File: src/rtl/core/kalman_filter_two_state_defines.svh
// Assertion macros shared by the filter modules.
`ifndef KALMAN_FILTER_TWO_STATE_DEFINES_SVH
`define KALMAN_FILTER_TWO_STATE_DEFINES_SVH
`define KF_ASSERT(label, clk, rstn, prop, msg) \
    label: assert property (@(posedge clk) disable iff (!rstn) (prop)) else $error(msg);
`define KF_ASSERT_NR(label, clk, prop, msg) \
    label: assert property (@(posedge clk) (prop)) else $error(msg);
`endif

File: src/rtl/core/kf2s_pkg.sv
`default_nettype none
package kf2s_pkg;
    localparam int CHANNELS      = 2;
    localparam int CH_W          = 1;
    localparam int FRACTION_BITS = 24;
    localparam int REG_W         = 25;
    localparam logic [REG_W-1:0] DT_RESET = 25'd536871;
    localparam logic [REG_W-1:0] Q_RESET  = 25'd1678;
    localparam logic [REG_W-1:0] R_RESET  = 25'd838861;
    localparam logic signed [31:0] ONE_Q  = 32'sd1 <<< FRACTION_BITS;
    localparam logic [1:0] REG_DT = 2'd0;
    localparam logic [1:0] REG_Q  = 2'd1;
    localparam logic [1:0] REG_R  = 2'd2;
    // Divider quotient bits: magnitude < 2^31 shifted up by the fraction.
    localparam int DIV_BITS = 31 + FRACTION_BITS + 1;

    function automatic logic signed [31:0] clip32(input logic signed [65:0] v,
                                                   output logic f);
        f = 1'b0;
        if (v > 66'sh7FFFFFFF)
        begin
            f = 1'b1;
            return 32'sh7FFFFFFF;
        end
        if (v < -66'sh80000000)
        begin
            f = 1'b1;
            return 32'sh80000000;
        end
        return v[31:0];
    endfunction
endpackage
`default_nettype wire

File: src/rtl/core/kf2s_divider.sv
`default_nettype none
`include "kalman_filter_two_state_defines.svh"
// Restoring divider, one quotient bit per cycle, rounding half away from zero.
module kf2s_divider (
    input  wire logic               clk,
    input  wire logic               rst_n,
    input  wire logic               start,
    input  wire logic signed [31:0] num,
    input  wire logic [33:0]        den,
    output logic                    done,
    output logic signed [31:0]      quot,
    output logic                    sat
);
    localparam int NB = kf2s_pkg::DIV_BITS;
    localparam int CW = $clog2(NB + 1);
    logic [NB-1:0] dvd_reg, dvd_next;
    logic [34:0]   rem_reg, rem_next;
    logic [33:0]   den_reg;
    logic          neg_reg;
    logic [CW-1:0] cnt_reg;
    logic          busy_reg;
    logic [34:0]   trial;
    logic [NB:0]   qmag;
    logic signed [65:0] sq;

    always_comb
    begin
        trial    = {rem_reg[33:0], dvd_reg[NB-1]};
        dvd_next = {dvd_reg[NB-2:0], 1'b0};
        if (trial >= {1'b0, den_reg})
        begin
            rem_next    = trial - {1'b0, den_reg};
            dvd_next[0] = 1'b1;
        end
        else
        begin
            rem_next = trial;
        end
    end

    always_ff @(posedge clk or negedge rst_n)
    begin
        if (!rst_n)
        begin
            busy_reg <= 1'b0;
            cnt_reg  <= '0;
            done     <= 1'b0;
        end
        else
        begin
            done <= 1'b0;
            if (start)
            begin
                busy_reg <= 1'b1;
                cnt_reg  <= CW'(NB);
            end
            else if (busy_reg)
            begin
                cnt_reg <= cnt_reg - 1'b1;
                if (cnt_reg == CW'(1))
                begin
                    busy_reg <= 1'b0;
                    done     <= 1'b1;
                end
            end
        end
    end

    // Dividend is (|n| << F) + s/2; quotient bits shift in at the bottom.
    always_ff @(posedge clk)
    begin
        if (start)
        begin
            dvd_reg <= (NB'({1'b0, (num < 0) ? 32'(-num) : 32'(num)})
                        << kf2s_pkg::FRACTION_BITS) + NB'(den >> 1);
            rem_reg <= '0;
            den_reg <= den;
            neg_reg <= num < 0;
        end
        else if (busy_reg)
        begin
            dvd_reg <= dvd_next;
            rem_reg <= rem_next;
        end
    end

    always_comb
    begin
        qmag = {1'b0, dvd_reg};
        sq   = neg_reg ? -66'($signed({1'b0, qmag})) : 66'($signed({1'b0, qmag}));
        quot = kf2s_pkg::clip32(sq, sat);
    end

    `KF_ASSERT(a_div_start_idle, clk, rst_n, start |-> !busy_reg, "divider restarted")
    `KF_ASSERT(a_div_done_pulse, clk, rst_n, done |=> !done, "done held")
    `KF_ASSERT(a_div_done_end, clk, rst_n, done |-> !busy_reg, "done while busy")
endmodule
`default_nettype wire
File: config.mk
export PLATFORM = sky130hd
export DESIGN_NAME = kf2s_divider
export DESIGN_NICKNAME = d
export VERILOG_FILES = /design/src/rtl/core/kf2s_pkg.sv /design/src/rtl/core/kf2s_divider.sv
export VERILOG_INCLUDE_DIRS = /design/src /design/src/rtl/core
export SDC_FILE = /design/constraint.sdc
export NUM_CORES = 1
export LEC_CHECK = 0
export BUFFER_PORTS_ARGS = -buffer_cell sky130_fd_sc_hd__buf_2
export CAP_MARGIN = 5
export CORE_MARGIN = 3
export CORE_UTILIZATION = 40
export CTS_CLUSTER_DIAMETER = 80
export CTS_CLUSTER_SIZE = 10
export DETAILED_ROUTE_END_ITERATION = 6
export PLACE_DENSITY = 0.63
export SYNTH_ARGS = -nofsm -noshare
export SYNTH_HDL_FRONTEND = slang
export SYNTH_SLANG_ARGS = --single-unit
export TNS_END_PERCENT = 100
File: constraint.sdc
create_clock -name clk -period 4.35 [get_ports clk]
set_input_delay 0.87 -clock clk [delete_from_list [all_inputs] [get_ports clk]]
set_output_delay 0.87 -clock clk [all_outputs]
set_load 0.03 [all_outputs]
==> results.sh <==
export IMPL_viasPerCell=5.76
export IMPL_period_needed_ns=4.80
export IMPL_num_rows=61
export IMPL_dr_pass1_iters=6
export IMPL_initial_utilization=0.409
export IMPL_wl_mm=33.0
export IMPL_grt_max_degree=138
export IMPL_synthAdderAreaFrac=0.0546
export IMPL_r2r_cells=11
export IMPL_initialDrtViolationCount=722
export IMPL_critPathCaptureType="primary output"
export IMPL_numPortBuffers=102
export IMPL_worstSetupPathType="reg -> out"
export IMPL_grt_first_pass_wirelength_mm=52.4
export IMPL_fin_crit_sh=1.10
export IMPL_clockBufferDepth=2
export IMPL_ys_seq_area_frac=0.314
export IMPL_yosysWarnings=0
export IMPL_grt_use_total=0.207
export IMPL_fillers=2651
export IMPL_num_antenna_cells=0
export IMPL_antenna_found_initial=0
export IMPL_die_y_um=176
export IMPL_rr_startpoint="den_reg[8]"
export IMPL_critPathRequiredTime_ns=3.48
export IMPL_p_leak_uw=0.00560
export IMPL_slew_headroom=0.360
export IMPL_synth_top_family_by_area="compound AO/OA/AOI/OAI gates"
export IMPL_hp_class="in -> async"
export IMPL_power_density_mw_per_mm2=306
export IMPL_skew_ns=0.00647
export IMPL_ir_drop_mv=0.239
export IMPL_cts_buffers=17
export IMPL_wl_per_cell_um=17.7
export IMPL_fp_dieArea_mm2=0.0308
export IMPL_setup_viol=32
export IMPL_regToRegSetupSlack_ns=0.66
export IMPL_p_total_uw=4420
export IMPL_placed_area_mm2=0.0131
export IMPL_fin_nets=1591
export IMPL_tritoncts="yes"
export IMPL_synth_net_count=1409
export IMPL_synth_edf_count=91
export IMPL_cp_data_arrival_time_ns=3.93
export IMPL_synth_largest_area_cell="edfxtp_1"
export IMPL_ios=103
export IMPL_synthTopCellsByArea="edfxtp_1 (24%), dfxtp_1 (5.9%), xor2_1 (5.2%)"
export IMPL_synth_xor_area_share=0.0914
export IMPL_violations="negative setup slack"
export IMPL_async_reset_ff_frac=0.0602
export IMPL_muxShareOfSynthArea=0.0601
export IMPL_fmax_mhz=209
export IMPL_cp_max_fo=16
export IMPL_drv_cap=0
export IMPL_core_area_mm2=0.0281
export IMPL_synth_top_area_frac=0.238
export IMPL_num_vias=10700
export IMPL_tns_ns=-13.33
export IMPL_insertion_delay_ns=0.43
export IMPL_cts_htree_levels=4
export IMPL_antenna_left=0
export IMPL_slew_violations=0
export IMPL_finalHoldViolations=0
export IMPL_multi_input_area_mm2=0.00759
export IMPL_drc=0
export IMPL_ys_types=83
export IMPL_synth_compound_area_frac=0.215
export IMPL_synth_flop_cell="edfxtp_1"
export IMPL_cts_sinks=133
export IMPL_rsz0062_at_grt="yes"
export IMPL_drive_gt1_frac=0.297
export IMPL_tightest_slew_ns=0.959
export IMPL_synthSimpleGateAreaFrac=0.213
export IMPL_setup_ws_ns=-0.446
export IMPL_final_cell_area_mm2=0.0144
export IMPL_status="complete, but fails checks"
export IMPL_fin_hold_ws_ns=0.277
export IMPL_hpwl_mm=23.9
export IMPL_syn_avg_cell_area_um2=8.91
export IMPL_largest_register_ffs=56
export IMPL_final_seq_area_mm2=0.00361
export IMPL_root_buffer="clkbuf_16"
export IMPL_syn2layout_area_growth_pct=25.5
export IMPL_netlist_instances=1291
export IMPL_r2r_end="rem_reg[9]"
export IMPL_synth_seq_cells=133
export IMPL_grt_ovfl_total=0
export IMPL_crit_path_start_kind="flop"
export IMPL_routabilityCongestion=0.893
export IMPL_syn_cell_area_mm2=0.0115
export IMPL_grt_pass1_vias=10200
export IMPL_clkTransAtPathRegs_ns=0.07
export IMPL_die_w_um=176
## cell families (layout without fill, tap and decap cells)
| kind of cell | Yosys count | in the layout |
|---|---|---|
| fa+ha+maj | 49 | 49 |
| compound gates | 333 | 333 |
| mux | 63 | 63 |
| flops | 133 | 133 |
| buf+inv | 145 | 340 |
| xor+xnor | 120 | 120 |
| simple gates | 448 | 448 |
## per-stage QoR
step / util / setup slack (ns) / instances
after floorplan: - / 0.0388 / 1291
after global placement: 0.466 / -0.131 / 1808
after detailed placement: 0.466 / -0.171 / 1808
after CTS: 0.501 / -0.391 / 1847
after global routing: 0.514 / -0.683 / 1864
final: 0.514 / -0.446 / 1864
## synthesized netlist by cell type, drive strengths merged, types with 4 or more instances
| master | n |
|---|---|
| a21oi | 59 |
| o31a | 7 |
| o311ai | 6 |
| and2 | 8 |
| a31oi | 10 |
| nor4 | 37 |
| o41ai | 19 |
| nor2b | 12 |
| a21o | 13 |
| o2111ai | 4 |
| nand4b | 6 |
| a311oi | 4 |
| xor2 | 68 |
| dfxtp | 34 |
| dfrtp | 8 |
| nor2 | 99 |
| edfxtp | 91 |
| buf | 19 |
| or4 | 40 |
| or3 | 24 |
| o221ai | 5 |
| o211ai | 39 |
| nand3 | 24 |
| mux2i | 15 |
| inv | 64 |
| mux2 | 48 |
| nand4 | 24 |
| a211oi | 34 |
| nor3 | 29 |
| or2 | 17 |
| o21a | 6 |
| clkbuf | 59 |
| o21ai | 64 |
| o31ai | 29 |
| and3 | 7 |
| xnor2 | 52 |
| ha | 47 |
| nand2 | 96 |
| nand2b | 14 |
## per-layer routing
metal | vias up | GRT usage | wire (um)
li1 | 5265 | - | -
met1 | 5170 | 0.266 | 14800
met2 | 250 | 0.357 | 16000
met3 | 51 | 0.0307 | 1240
met4 | 0 | 0.0666 | 942
met5 | - | 0 | 0
## power by group
| part | total [uW] | leakage (uW) | internal, uW | switching [uW] |
|---|---|---|---|---|
| Sequential | 1590 | 0.00130 | 1490 | 101 |
| Combinational | 1360 | 0.00401 | 590 | 771 |
| Clock | 1470 | 0.000288 | 816 | 650 |
| Total | 4420 | 0.00560 | 2900 | 1520 |
## area by class of cell
type,count,share of cell area
clock buffers,17,0.0295
clock inverters,15,0.0112
inverters,67,0.0174
multi-input cells,1013,0.526
flip-flops and latches,133,0.251
well taps,378,0.0328
repair buffers,241,0.133
## critical path: stages, from the launching register on
cell       delay (ns)
edfxtp_1         0.42
or4_4            0.60
nor2_8           0.11
buf_6            0.09
nand4_1          0.22
xor2_1           0.19
a31oi_1          0.13
a2111oi_2        0.36
buf_4            0.16
nand4_1          0.11
buf_6            0.17
clkbuf_16        0.17
or4_4            0.48
o211ai_2         0.10
buf_6            0.16
## repair_timing
item | in CTS | in global routing
pin swaps | 6 | 12
setup buffers | 6 | 14
gates cloned | 1 | 3
resized for setup | 91 | 39
endpoints found under the setup margin | 32 | 32
hold buffers | 0 | 0
## how the worst max path moves through the flow
stage	start	endpoint	slack, ns	cells after the start
after CTS	dvd_reg[9]	quot[19]	-0.39	13
after detailed placement	dvd_reg[17]	quot[0]	-0.17	12
after global placement	dvd_reg[17]	quot[0]	-0.13	12
final	dvd_reg[23]	quot[28]	-0.45	14
after global routing	dvd_reg[9]	quot[16]	-0.68	14
after floorplan	dvd_reg[0]	quot[10]	0.04	12
## cells in the final DEF (no fill, tap or decap), types with 8 or more instances in the layout
master,synthesis,routed
buf_6,5,36
dfxtp_1,34,34
o31ai_1,29,28
o41ai_1,16,14
a211oi_1,34,34
nand3_1,24,24
or4_4,0,29
or2_2,14,14
buf_4,1,126
nand4_1,22,22
a31oi_1,10,10
or3_1,23,21
edfxtp_1,91,91
inv_1,63,63
o211ai_2,30,30
a21oi_1,59,58
ha_1,47,47
nor4_1,30,22
clkbuf_16,0,20
o211ai_1,9,9
nand2b_1,14,14
mux2_2,48,48
a21o_1,13,13
and2_1,8,8
nor2b_1,12,11
xnor2_1,52,52
xor2_1,68,68
or4_1,40,11
mux2i_1,15,15
nand2_1,96,95
o21ai_0,57,57
nor3_1,29,28
nor2_1,98,97
buf_2,2,69
nor4_2,4,8
Note: power is estimated with default switching activity, not from simulation.
